===== src/hw/rtl/tga_rle_pkg.sv =====
// Shared constants for the TGA run-length pixel decoder.
package tga_rle_pkg;

  localparam int unsigned CFG_IDX_W  = 8;
  localparam int unsigned CFG_DATA_W = 16;

  localparam logic [CFG_IDX_W-1:0] CFG_IMAGE_WIDTH      = 8'd0;
  localparam logic [CFG_IDX_W-1:0] CFG_IMAGE_HEIGHT     = 8'd1;
  localparam logic [CFG_IDX_W-1:0] CFG_HAS_ALPHA        = 8'd2;
  localparam logic [CFG_IDX_W-1:0] CFG_RUN_LENGTH_CODED = 8'd3;

  localparam logic [1:0] BYTE_BLUE  = 2'd0;
  localparam logic [1:0] BYTE_GREEN = 2'd1;
  localparam logic [1:0] BYTE_RED   = 2'd2;
  localparam logic [1:0] BYTE_ALPHA = 2'd3;

  localparam logic [7:0] RUN_HDR_MIN  = 8'd128;
  localparam logic [7:0] RUN_HDR_BIAS = 8'd127;
  localparam int unsigned PIX_HELD_W  = 24;

endpackage


===== src/hw/rtl/tga_rle_pixel_decoder_top.sv =====
// TGA pixel-data decoder: run-length packet parser, BGR(A) to RGB(A) swap, pixel counting.
// A pixel's result enters the output register at the edge that accepts its last byte.
// Throughput: one byte per cycle unless out_ready stalls; parser state and output register
// update together, and the output register refills in the cycle it is taken.
// Reset (rst_n low, synchronous): width 1, height 1, no alpha, run-length mode, expect header.
// A write to any of the four config registers restarts the image; the size product is formed at the write.
module tga_rle_pixel_decoder_top (
  input  logic                                 clk,
  input  logic                                 rst_n,
  input  logic                                 cfg_wr_en,
  input  logic [tga_rle_pkg::CFG_IDX_W-1:0]    cfg_index,
  input  logic [tga_rle_pkg::CFG_DATA_W-1:0]   cfg_wdata,
  input  logic                                 in_valid,
  output logic                                 in_ready,
  input  logic [7:0]                           in_data_byte,
  output logic                                 out_valid,
  input  logic                                 out_ready,
  output logic [7:0]                           out_red,
  output logic [7:0]                           out_green,
  output logic [7:0]                           out_blue,
  output logic [7:0]                           out_alpha,
  output logic [31:0]                          out_first_pixel,
  output logic [7:0]                           out_repeat_count,
  output logic                                 out_image_done
);
  import tga_rle_pkg::*;

  logic [15:0] width_r, width_nxt;
  logic [15:0] height_r, height_nxt;
  logic        alpha_en_r, alpha_en_nxt;
  logic        rle_r, rle_nxt;
  logic        awaiting_r, awaiting_nxt;
  logic        is_run_r, is_run_nxt;
  logic [7:0]  pkt_left_r, pkt_left_nxt;
  logic [1:0]  bip_r, bip_nxt;
  logic [PIX_HELD_W-1:0] held_r, held_nxt;
  logic [31:0] decoded_r, decoded_nxt;
  logic [31:0] remain_r, remain_nxt;
  logic        out_valid_r, out_valid_nxt;

  logic [7:0]  red_r, red_nxt;
  logic [7:0]  green_r, green_nxt;
  logic [7:0]  blue_r, blue_nxt;
  logic [7:0]  alpha_r, alpha_nxt;
  logic [31:0] first_r, first_nxt;
  logic [7:0]  count_r, count_nxt;
  logic        done_r, done_nxt;

  logic        in_acc;
  logic [15:0] mul_a;
  logic [15:0] mul_b;
  logic [31:0] size_prod;

  assign in_ready = !out_valid_r || out_ready;
  assign in_acc   = in_valid && in_ready;

  assign mul_a     = (cfg_index == CFG_IMAGE_WIDTH)  ? cfg_wdata : width_r;
  assign mul_b     = (cfg_index == CFG_IMAGE_HEIGHT) ? cfg_wdata : height_r;
  assign size_prod = {16'd0, mul_a} * {16'd0, mul_b};

  always_comb begin
    logic       last;
    logic [7:0] cnt;
    logic [7:0] left_after;
    width_nxt    = width_r;
    height_nxt   = height_r;
    alpha_en_nxt = alpha_en_r;
    rle_nxt      = rle_r;
    awaiting_nxt = awaiting_r;
    is_run_nxt   = is_run_r;
    pkt_left_nxt = pkt_left_r;
    bip_nxt      = bip_r;
    held_nxt     = held_r;
    decoded_nxt  = decoded_r;
    remain_nxt   = remain_r;
    out_valid_nxt = out_valid_r && !out_ready;
    red_nxt   = red_r;
    green_nxt = green_r;
    blue_nxt  = blue_r;
    alpha_nxt = alpha_r;
    first_nxt = first_r;
    count_nxt = count_r;
    done_nxt  = done_r;
    last       = alpha_en_r ? (bip_r == BYTE_ALPHA) : (bip_r >= BYTE_RED);
    cnt        = 8'd1;
    left_after = pkt_left_r;

    if (cfg_wr_en && (cfg_index == CFG_IMAGE_WIDTH || cfg_index == CFG_IMAGE_HEIGHT ||
        cfg_index == CFG_HAS_ALPHA || cfg_index == CFG_RUN_LENGTH_CODED)) begin
      case (cfg_index)
        CFG_IMAGE_WIDTH:  width_nxt    = cfg_wdata;
        CFG_IMAGE_HEIGHT: height_nxt   = cfg_wdata;
        CFG_HAS_ALPHA:    alpha_en_nxt = cfg_wdata[0];
        default:          rle_nxt      = cfg_wdata[0];
      endcase
      awaiting_nxt = 1'b1;
      is_run_nxt   = 1'b0;
      pkt_left_nxt = '0;
      bip_nxt      = BYTE_BLUE;
      held_nxt     = '0;
      decoded_nxt  = '0;
      remain_nxt   = size_prod;
    end else if (in_acc && remain_r != 32'd0) begin
      if (rle_r && awaiting_r) begin
        if (in_data_byte < RUN_HDR_MIN) begin
          is_run_nxt   = 1'b0;
          pkt_left_nxt = in_data_byte + 8'd1;
        end else begin
          is_run_nxt   = 1'b1;
          pkt_left_nxt = in_data_byte - RUN_HDR_BIAS;
        end
        awaiting_nxt = 1'b0;
        bip_nxt      = BYTE_BLUE;
        held_nxt     = '0;
      end else if (!last) begin
        case (bip_r)
          BYTE_BLUE:  held_nxt[7:0]   = held_r[7:0]   | in_data_byte;
          BYTE_GREEN: held_nxt[15:8]  = held_r[15:8]  | in_data_byte;
          BYTE_RED:   held_nxt[23:16] = held_r[23:16] | in_data_byte;
          default:    held_nxt        = held_r;
        endcase
        bip_nxt = bip_r + 2'd1;
      end else begin
        blue_nxt  = held_r[7:0];
        green_nxt = held_r[15:8];
        if (bip_r == BYTE_RED) begin
          red_nxt   = in_data_byte;
          alpha_nxt = 8'd0;
        end else begin
          red_nxt   = held_r[23:16];
          alpha_nxt = alpha_en_r ? in_data_byte : 8'd0;
        end
        bip_nxt  = BYTE_BLUE;
        held_nxt = '0;
        if (rle_r) begin
          if (is_run_r) begin
            cnt        = (pkt_left_r == 8'd0) ? 8'd1 : pkt_left_r;
            left_after = 8'd0;
          end else if (pkt_left_r != 8'd0) begin
            left_after = pkt_left_r - 8'd1;
          end
          if (remain_r < {24'd0, cnt}) begin
            cnt = remain_r[7:0];
          end
          pkt_left_nxt = left_after;
          if (left_after == 8'd0) begin
            awaiting_nxt = 1'b1;
          end
        end
        first_nxt     = decoded_r;
        count_nxt     = cnt;
        done_nxt      = ({24'd0, cnt} == remain_r);
        decoded_nxt   = decoded_r + {24'd0, cnt};
        remain_nxt    = remain_r - {24'd0, cnt};
        out_valid_nxt = 1'b1;
      end
    end
  end

  always_ff @(posedge clk) begin
    if (!rst_n) begin
      width_r     <= 16'd1;
      height_r    <= 16'd1;
      alpha_en_r  <= 1'b0;
      rle_r       <= 1'b1;
      awaiting_r  <= 1'b1;
      is_run_r    <= 1'b0;
      pkt_left_r  <= '0;
      bip_r       <= BYTE_BLUE;
      held_r      <= '0;
      decoded_r   <= '0;
      remain_r    <= 32'd1;
      out_valid_r <= 1'b0;
    end else begin
      width_r     <= width_nxt;
      height_r    <= height_nxt;
      alpha_en_r  <= alpha_en_nxt;
      rle_r       <= rle_nxt;
      awaiting_r  <= awaiting_nxt;
      is_run_r    <= is_run_nxt;
      pkt_left_r  <= pkt_left_nxt;
      bip_r       <= bip_nxt;
      held_r      <= held_nxt;
      decoded_r   <= decoded_nxt;
      remain_r    <= remain_nxt;
      out_valid_r <= out_valid_nxt;
    end
  end

  always_ff @(posedge clk) begin
    red_r   <= red_nxt;
    green_r <= green_nxt;
    blue_r  <= blue_nxt;
    alpha_r <= alpha_nxt;
    first_r <= first_nxt;
    count_r <= count_nxt;
    done_r  <= done_nxt;
  end

  assign out_valid        = out_valid_r;
  assign out_red          = red_r;
  assign out_green        = green_r;
  assign out_blue         = blue_r;
  assign out_alpha        = alpha_r;
  assign out_first_pixel  = first_r;
  assign out_repeat_count = count_r;
  assign out_image_done   = done_r;

  a_remain_monotonic: assert property (@(posedge clk) disable iff (!rst_n)
    !cfg_wr_en |=> remain_r <= $past(remain_r))
    else $error("pixels remaining grew without a register write");

  a_bip_range: assert property (@(posedge clk) disable iff (!rst_n)
    !alpha_en_r |-> bip_r != BYTE_ALPHA)
    else $error("fourth byte slot used without alpha");

  a_count_range: assert property (@(posedge clk) disable iff (!rst_n)
    out_valid_r |-> (count_r != 8'd0 && count_r <= RUN_HDR_MIN))
    else $error("repeat count out of range");

  a_header_no_item: assert property (@(posedge clk) disable iff (!rst_n)
    (in_acc && !cfg_wr_en && rle_r && awaiting_r) |=> !out_valid_r)
    else $error("packet header produced a pixel");

  a_done_empties: assert property (@(posedge clk) disable iff (!rst_n)
    (in_acc && !cfg_wr_en && done_nxt && out_valid_nxt && !(out_valid_r && !out_ready))
      |=> remain_r == 32'd0)
    else $error("image done flagged with pixels left");

endmodule


===== config.mk =====
export PLATFORM = sky130hd
export DESIGN_NAME = tga_rle_pixel_decoder_top
export DESIGN_NICKNAME = d
export VERILOG_FILES = /design/src/hw/rtl/tga_rle_pkg.sv /design/src/hw/rtl/tga_rle_pixel_decoder_top.sv
export SDC_FILE = /design/constraint.sdc
export NUM_CORES = 1
export LEC_CHECK = 0
export BUFFER_PORTS_ARGS = -buffer_cell sky130_fd_sc_hd__buf_4
export CAP_MARGIN = 20
export CORE_MARGIN = 2
export CORE_UTILIZATION = 45
export DETAILED_ROUTE_END_ITERATION = 10
export GPL_TIMING_DRIVEN = 0
export PLACE_DENSITY = 0.73
export SETUP_SLACK_MARGIN = 0.3
export SLEW_MARGIN = 20
export SYNTH_ARGS = -nofsm -noshare
export SYNTH_HDL_FRONTEND = slang
export SYNTH_SLANG_ARGS = --single-unit

===== constraint.sdc =====
create_clock -name clk -period 7.5 [get_ports clk]
set_input_delay 0.75 -clock clk [delete_from_list [all_inputs] [get_ports clk]]
set_output_delay 0.75 -clock clk [all_outputs]
set_load 0.02 [all_outputs]

==> Word-level counts from Yosys, hierarchy flattened <==
Index checks and enable logic that the tools add are counted.
{ "word_totals": {"ff_bits": 208, "inputBits": 37, "elab_cells": 134} }
{ "op_classes": {"add_sub_neg": 6, "multipliers": 1, "n_lt_le_gt_ge": 3, "eq_ne": 8, "mux": 48, "n_bitwise": 8, "reduce_logical": 39} }
{ "op_table": {"columns": ["operator", "count"], "rows": [
  ["two-way mux 8 bit", 28],
  ["two-way mux 32 bit", 4],
  ["two-way mux 24 bit", 2],
  ["adder 32 x 8 -> 32 bit", 1],
  ["== test 8 x 32 -> 1 bit", 1],
  ["less-than comparator 32 x 8 -> 1 bit", 1],
  ["multiplier 16 x 16 -> 32 bit", 1],
  ["two-way mux 16 bit", 2],
  ["nonzero test 32 bit", 1],
  ["subtractor 32 x 8 -> 32 bit", 1],
  ["zero test 8 bit", 3],
  ["bitwise OR 8 bit", 3],
  ["== test 8 x 2 -> 1 bit (second input constant)", 2],
  ["AND reduction 2 bit", 6],
  ["two-way mux 1 bit", 10],
  ["nonzero test 2 bit", 5],
  ["AND reduction 3 bit", 3],
  ["nonzero test 3 bit", 3],
  ["adder 8 x 1 -> 8 bit (second input constant)", 1],
  ["== test 8 x 1 -> 1 bit (second input constant)", 1],
  ["less-than comparator 8 bit (second input constant)", 1],
  ["AND reduction 4 bit", 2],
  ["nonzero test 8 bit", 1],
  ["subtractor 8 x 1 -> 8 bit (second input constant)", 1],
  ["other kinds (14)", 29]
]} }

==> Depth between registers and ports, before layout <==
Gate-level depths: netlist (run 1).
{ "logic_depth": {"word_depth": 20, "mapped_depth": 30} }

==> Worst setup path after synthesis (run 1) <==
Ideal clock, no wire load.
{ "synth_path": {"path_type": "input to register", "startpoint": "input cfg_index[5] in the netlist's numbering", "endpoint": "register remain_r[30]", "arrival_ns": 8.037, "t_required_ns": 7.366, "setup_slack_ns": -0.671, "cell_stages": 25, "path_cell_list": "or4_1 > nor3_1 > nor3b_2 > buf_2 > buf_2 > mux2_2 > nand2_1 > fa_1 > fa_1 > fa_1 > fa_1 > inv_1 > fa_1 > inv_1 > fa_1 > inv_1 > ha_1 > a21o_1 > a21oi_1 > a31oi_1 > o21ai_0 > o21ai_0 > a221o_1 > xnor2_1 > a21oi_1"} }
{ "synth_between": {"elab_chain_cells": 7, "word_cells_on_any_way": 16, "classes_between": "mul (1); eq/ne (4); mux (3); reduce/logical (8)"} }
{ "synth_lines": {"columns": ["element", "line", "rtl"], "rows": [
  ["from (decl)", "tga_rle_pixel_decoder_top.sv:11", "input logic [tga_rle_pkg::CFG_IDX_W-1:0] cfg_index,"],
  ["parallel branches: the longest is 7 deep, another holds multiplier 16 x 16 -> 32 bit", null, null],
  ["to (signal assigned)", "tga_rle_pixel_decoder_top.sv:185", "remain_r <= remain_nxt;"],
  ["to (decl)", "tga_rle_pixel_decoder_top.sv:38", "logic [31:0] remain_r, remain_nxt;"]
]} }
Several ways; the timed one is not identified.
A chain may end at the register's enable or synchronous reset.

==> Worst setup path in the final report (run 1) <==
{ "layout_path": {"startpoint": "input cfg_index[2] in the netlist's numbering", "endpoint": "register remain_r[30]"} }
The elaborated chain is that of the path after synthesis.

==> metrics, run 1 <==
sequential area share after synthesis 27.4%; CTS max path bufs 3; critical path class input port to register; Final Max Tran Viols 0; leakage power 9.65 nW; Synth Cell Area 17900 um^2; Synth Flop Type dfxtp_1; CP max stage delay 0.56 ns; CP Buf/Inv Count 10; Synth area leader fa_1; 1st-pass router iterations 7; overall global routing resource usage 25.6%; CP max FO 6; grt ovf 0; Setup TNS -0.127 ns; Peak supply drop 0.161 mV; Worst Slack Setup Final -0.0462 ns; top cells by count, synth inv_1 (264), nor2_1 (250), fa_1 (196), nand2_1 (196), dfxtp_1 (135); placed insts 2555; most frequent cell after synthesis inv_1; Worst setup EP type register; CP Launch Type input port; initial drt markers 1470; htree depth 1; CP top delay family adder cells; YS warnings 0; full die area between 40000 and 50000 um^2; post-synthesis register bit count 208; worst skew pair latency 0.52 ns; total power 2.63 mW; Fin Hold WS 0.433 ns; Cell Count, Final, Fillers Out between 2000 and 3000; Yosys cell types 67; Synth top area share 22.0%; drc violations 0; layout net count 2537; period utilization 101%; CP arrival about 7.9 ns; Syn Nets roughly 2300; worst-margin pin slew 1.01 ns; Worst Skew 0.0256 ns; syn avg cell area 9.26 um^2; vias 15400; vias in the first global route 15700; share of post-route cells with drive strength above 1 22.4%; Slowest-stage cell, CP fa_1; CTS sink cnt between 200 and 250; CTS tree built; status complete, but fails checks; Ports between 100 and 150; setup repair after global routing missed its margin yes; Post-DP HPWL 37.8 mm; core area 38900 um^2; Final min period 7.55 ns; Rel. slew slack 31.9%; vias per cell 5.70; Buffers on Ports 108; worst slack at placement -1.25 ns; Hold/Removal Path Class register to register; Max Fclk 133 MHz; RePlAce Congestion 0.934; Worst Path Required ~7.9 ns; Chip Height between 200 and 250 um; PwrDens 117 nW/um^2; ys async rst share 0%; final WL 54.8 mm; routed len/inst 20.3 um; Rows 72; flop-to-flop setup slack 0.88 ns; Post-synth EDFFs 73; largest net degree at the start of global routing 64; DRT antenna net count 0; ranking of synthesized cells by area fa_1 (22%), dfxtp_1 (15%), edfxtp_1 (12%); Setup Viol. Count Final 5; first-pass GRT wire length between 80 and 90 mm; failing checks setup timing; Area Overhead vs Synth 26.0%; initial antenna violation count 1; Root Driver clkbuf_16; Max-Cap Viols 0; Gate Count Post-Synth 1928; CTS clock-pin slew for the worst setup and hold paths 0.06 ns; Ant. Diodes 0; initial core utilization 45.9%; Critical Path Most Common Cell fa_1; clock buffer count from CTS 23; Die Width roughly 200 um; Hold Fails Final Rpt 0
final timing paths:
path | startpoint | to | depth (start not counted)
hold / removal | held_r[3] | out_blue[3] | 0
hold reg to reg | held_r[3] | out_blue[3] | 0
setup / recovery | cfg_index[2] | remain_r[30] | 31
setup reg to reg | pkt_left_r[0] | remain_r[28] | 30
cell usage in the layout, fill, tap and decap left out, drive strengths merged, types with 6 or more instances in the layout:
| master | count |
|---|---|
| xor2 | 24 |
| edfxtp | 73 |
| nand2b | 23 |
| nand2 | 196 |
| o22ai | 16 |
| nor2 | 250 |
| o31ai | 6 |
| clkinv | 7 |
| buf | 234 |
| and2 | 11 |
| a211oi | 44 |
| fa | 196 |
| nand3 | 20 |
| or3 | 20 |
| dfxtp | 135 |
| nor4 | 13 |
| and3 | 9 |
| nor2b | 17 |
| mux2 | 44 |
| nor3 | 32 |
| a21oi | 84 |
| and4 | 6 |
| a21o | 27 |
| clkbuf | 81 |
| mux2i | 35 |
| nand4 | 7 |
| inv | 268 |
| xnor2 | 55 |
| ha | 134 |
| or4 | 6 |
| o21ai | 50 |
| or2 | 6 |
through the flow:
step	area, um^2	util (%)
final	22500	57.8
after global routing	22500	57.8
after CTS	21800	56.1
after detailed placement	19600	50.3
after global placement	19600	50.2
after floorplan	18100	-
flip-flops by register name, summed over array words and instances (netlist names):
signal,cells
out_alpha,8
pkt_left_r,8
remain_r,32
bip_r,2
rle_r,1
out_red,8
height_r,16
is_run_r,1
alpha_en_r,1
out_green,8
out_blue,8
awaiting_r,1
width_r,16
out_image_done,1
held_r,24
decoded_r,32
out_first_pixel,32
out_valid,1
out_repeat_count,8
repair_timing:
action                                  4_1_cts  5_1_grt
hold buffers                                  0        0
cloned                                        7        1
pin swaps                                    49       73
endpoints found under the setup margin       21       19
setup buffers                                71       29
resized for setup                           144      103
hold endpoints to repair                      0        0
metal layers:
| layer | global-route usage, % | wire length (um) | part of all wire (%) |
|---|---|---|---|
| met5 | 0 | 13 | 0.024 |
| met4 | 16.0 | 3950 | 7.2 |
| met3 | 4.99 | 5180 | 9.5 |
| met2 | 42.6 | 25300 | 46 |
| met1 | 30.6 | 20400 | 37 |
worst reg2reg max path, delay by kind of cell (launching register included):
kind / cells / cell delay (ns)
adder cells (fa/ha/maj): 4 / 1.08
flip-flops: 1 / 0.33
AND/OR/NAND/NOR: 8 / 2.05
XOR/XNOR: 1 / 0.19
buffers and inverters: 5 / 0.68
AO/OA/AOI/OAI: 12 / 2.21
kinds of logic (layout without fill, tap and decap cells):
logic type      after synthesis  count (layout)  synth area share (%)
compound gates              271             271                  9.59
simple gates                625             625                  15.8
fa+ha+maj                   330             330                  31.4
mux                          79              79                  4.74
flops                       208             208                  27.4
buf+inv                     336             595                  7.16
xor+xnor                     79              79                  3.88
cell type report:
cell class / count / area, um^2
Buffer: 71 / 576
Inverter: 265 / 997
Tap cell: 518 / 648
Fill cell: 3179 / 16400
Timing Repair Buffer: 217 / 1910
Multi-Input combinational cell: 1384 / 12700
Sequential cell: 208 / 4890
Clock inverter: 15 / 175
Clock buffer: 27 / 591
where the power goes:
part	internal [mW]	switching [mW]	total, mW
registers	1.19	0.0172	1.20
clock network	0.676	0.483	1.16
logic	0.102	0.161	0.264
total	1.96	0.662	2.63
No activity file was read; power rests on OpenSTA's default activity.
==> run 2, diff against run 1 <==
Settings changed: PLACE_DENSITY 0.73 to 0.75.
==> run 2 against run 1 <==
The flow still finishes with violations (setup timing); first-iteration DRC count shrank 6.1%; clock power is essentially flat; wire length shrank 2.9%; die area is the same; core utilization shrank 0.89 points; critical path depth shrank 4; worst setup slack lost 0.033 ns; via count grew 0.65%; global-route usage shrank 0.57 points; critical endpoint unchanged; highest routed layer is now met4.
==> metrics, run 2 (synthesis gave the netlist of run 1 again) <==
reg2reg start pkt_left_r[1] (was pkt_left_r[0]); PwrDens 120 nW/um^2 (was 117 nW/um^2); Ant. Diodes 0 (unchanged); CP Buf/Inv Count 6 (was 10); full die area 41300 um^2 (unchanged); 1st-pass router iterations 8 (was 7); vias 15500 (was 15400); CTS clock-pin slew for the worst setup and hold paths 0.07 ns (was 0.06 ns); Peak supply drop 0.113 mV (was 0.161 mV); CTS sink cnt 208 (unchanged); CTS max path bufs 3 (unchanged); CP arrival 7.94 ns (was 7.93 ns); Gate power share 9.8% (was 10.0%); CTS tree built (unchanged); worst skew pair latency 0.52 ns (about the same); initial antenna violation count 0 (was 1); initial core utilization 45.9% (unchanged); htree depth 1 (unchanged); share of post-route cells with drive strength above 1 20.7% (was 22.4%); CP Launch Type input port (unchanged); Ports 112 (unchanged); Slowest-stage cell, CP fa_1 (unchanged); first-pass GRT wire length 82.1 mm (was 82.8 mm); initial drt markers 1381 (was 1470); drc violations 0 (unchanged); Buffers on Ports 108 (unchanged); commonest non-fill, non-tap cells in the layout inv_1 (251), nor2_1 (248), fa_1 (186) (was inv_1 (247), nor2_1 (239), buf_4 (191)); Worst Path Required 7.86 ns (was 7.88 ns); grt ovf 0 (unchanged); failing checks setup timing (unchanged); Worst Slack Setup Final -0.0792 ns (was -0.0462 ns); FF+latch area 4890 um^2 (unchanged); Clk pwr share 44.9% (was 44.1%); Hold Fails Final Rpt 0 (unchanged); RePlAce Congestion 0.937 (was 0.934); CP top delay family adder cells (unchanged); period utilization 101% (about the same); Critical Path Most Common Cell fa_1 (unchanged); Worst Skew 0.0269 ns (was 0.0256 ns); hold buffers post-CTS 0 (unchanged); vias per cell 5.77 (was 5.70); Chip Height 203 um (unchanged); area of the multi-input gates 12600 um^2 (was 12700 um^2); wire length on met3 4.97 mm (was 5.18 mm); clock buffer count from CTS 22 (was 23); worst hold start held_r[4] (was held_r[3]); CP max FO 10 (was 6); Worst Setup SP cfg_index[2] (unchanged); Hold/Removal Path Class register to register (unchanged); Net Sw Power 0.648 mW (was 0.662 mW); Root Driver clkbuf_16 (unchanged); Setup Viol. Count Final 5 (unchanged); Setup TNS -0.217 ns (was -0.127 ns); fill count 3230 (was 3179); Final Max Tran Viols 0 (unchanged); status complete, but fails checks (unchanged); DRT antenna net count 0 (unchanged); setup repair after global routing missed its margin yes (unchanged); met2 WL post-DR 25.5 mm (was 25.3 mm); Reg power frac 45.3% (was 45.8%); overall global routing resource usage 25.0% (was 25.6%); DR top layer met4 (was met5); Rows 72 (unchanged); layout net count 2519 (was 2537); Post-DP HPWL 37.7 mm (was 37.8 mm); WL met1 19.8 mm (was 20.4 mm); CP max stage delay 0.60 ns (was 0.56 ns); core area 38900 um^2 (unchanged); worst-margin pin slew 1.02 ns (was 1.01 ns); Final min period 7.58 ns (was 7.55 ns); Max-Cap Viols 0 (unchanged); Sw Share 24.4% (was 25.2%); critical path class input port to register (unchanged); total power 2.66 mW (was 2.63 mW); vias in the first global route 15600 (was 15700); Die Width 203 um (unchanged); Worst setup EP type register (unchanged); routed len/inst 19.8 um (was 20.3 um); commonest non-fill, non-tap cell in the layout inv_1 (unchanged); Fin Hold WS 0.429 ns (was 0.433 ns); worst slack at placement -1.40 ns (was -1.25 ns); Max Fclk 132 MHz (was 133 MHz); largest net degree at the start of global routing 54 (was 64); leakage power 9.54 nW (was 9.65 nW); Pint 2.01 mW (was 1.96 mW); Area Overhead vs Synth 24.1% (was 26.0%); Rel. slew slack 29.9% (was 31.9%); final WL 53.2 mm (was 54.8 mm)
run 2: what timing repair did:
item | 4_1_cts | 5_1_grt
pin swaps | 43 | 46
gates cloned | 4 | 3
gates resized for setup | 133 | 82
buffers inserted | 65 | 18
endpoints found under the setup margin | 23 | 21
run 2: area by class of cell:
class	instances	area share, %
timing repair buffer	200	7.59
buffer	71	2.51
inverter	265	4.50
clock buffer	26	2.74
sequential	208	22.1
multi-input combinational	1384	56.8
clock inverter	14	0.859
tap	518	2.93
run 2: path summary, 6_finish.rpt:
path | to | slack (ns) | cells past startpoint
max | remain_r[30] | -0.08 | 27
min | out_blue[4] | 0.43 | 0
max reg2reg | remain_r[22] | 0.87 | 30
min reg2reg | out_blue[4] | 0.43 | 0
run 2: per-stage QoR:
stage | cells | utilization (%) | area, um^2
6_report | 2686 | 56.9 | 22200
5_1_grt | 2686 | 56.9 | 22200
4_1_cts | 2665 | 55.5 | 21600
3_5_place_dp | 2556 | 50.3 | 19600
3_3_place_gp | 2554 | 50.2 | 19600
2_1_floorplan | 1928 | - | 18100
run 2: routing by layer:
layer  vias up  track usage (%)
met4         0             12.2
li1       6800                -
met1      7532             30.9
met5         -                0
met2       939             42.5
met3       238             4.30
run 2: power groups by stage:
stage | Sequential (mW) | Clock [mW] | Combinational, mW
global route | 1.21 | 1.24 | 0.282
floorplan | 1.23 | 0 | 0.150
global placement | 1.23 | 0 | 0.228
detailed placement | 1.23 | 0 | 0.235
CTS | 1.20 | 1.19 | 0.250
finish | 1.20 | 1.19 | 0.259
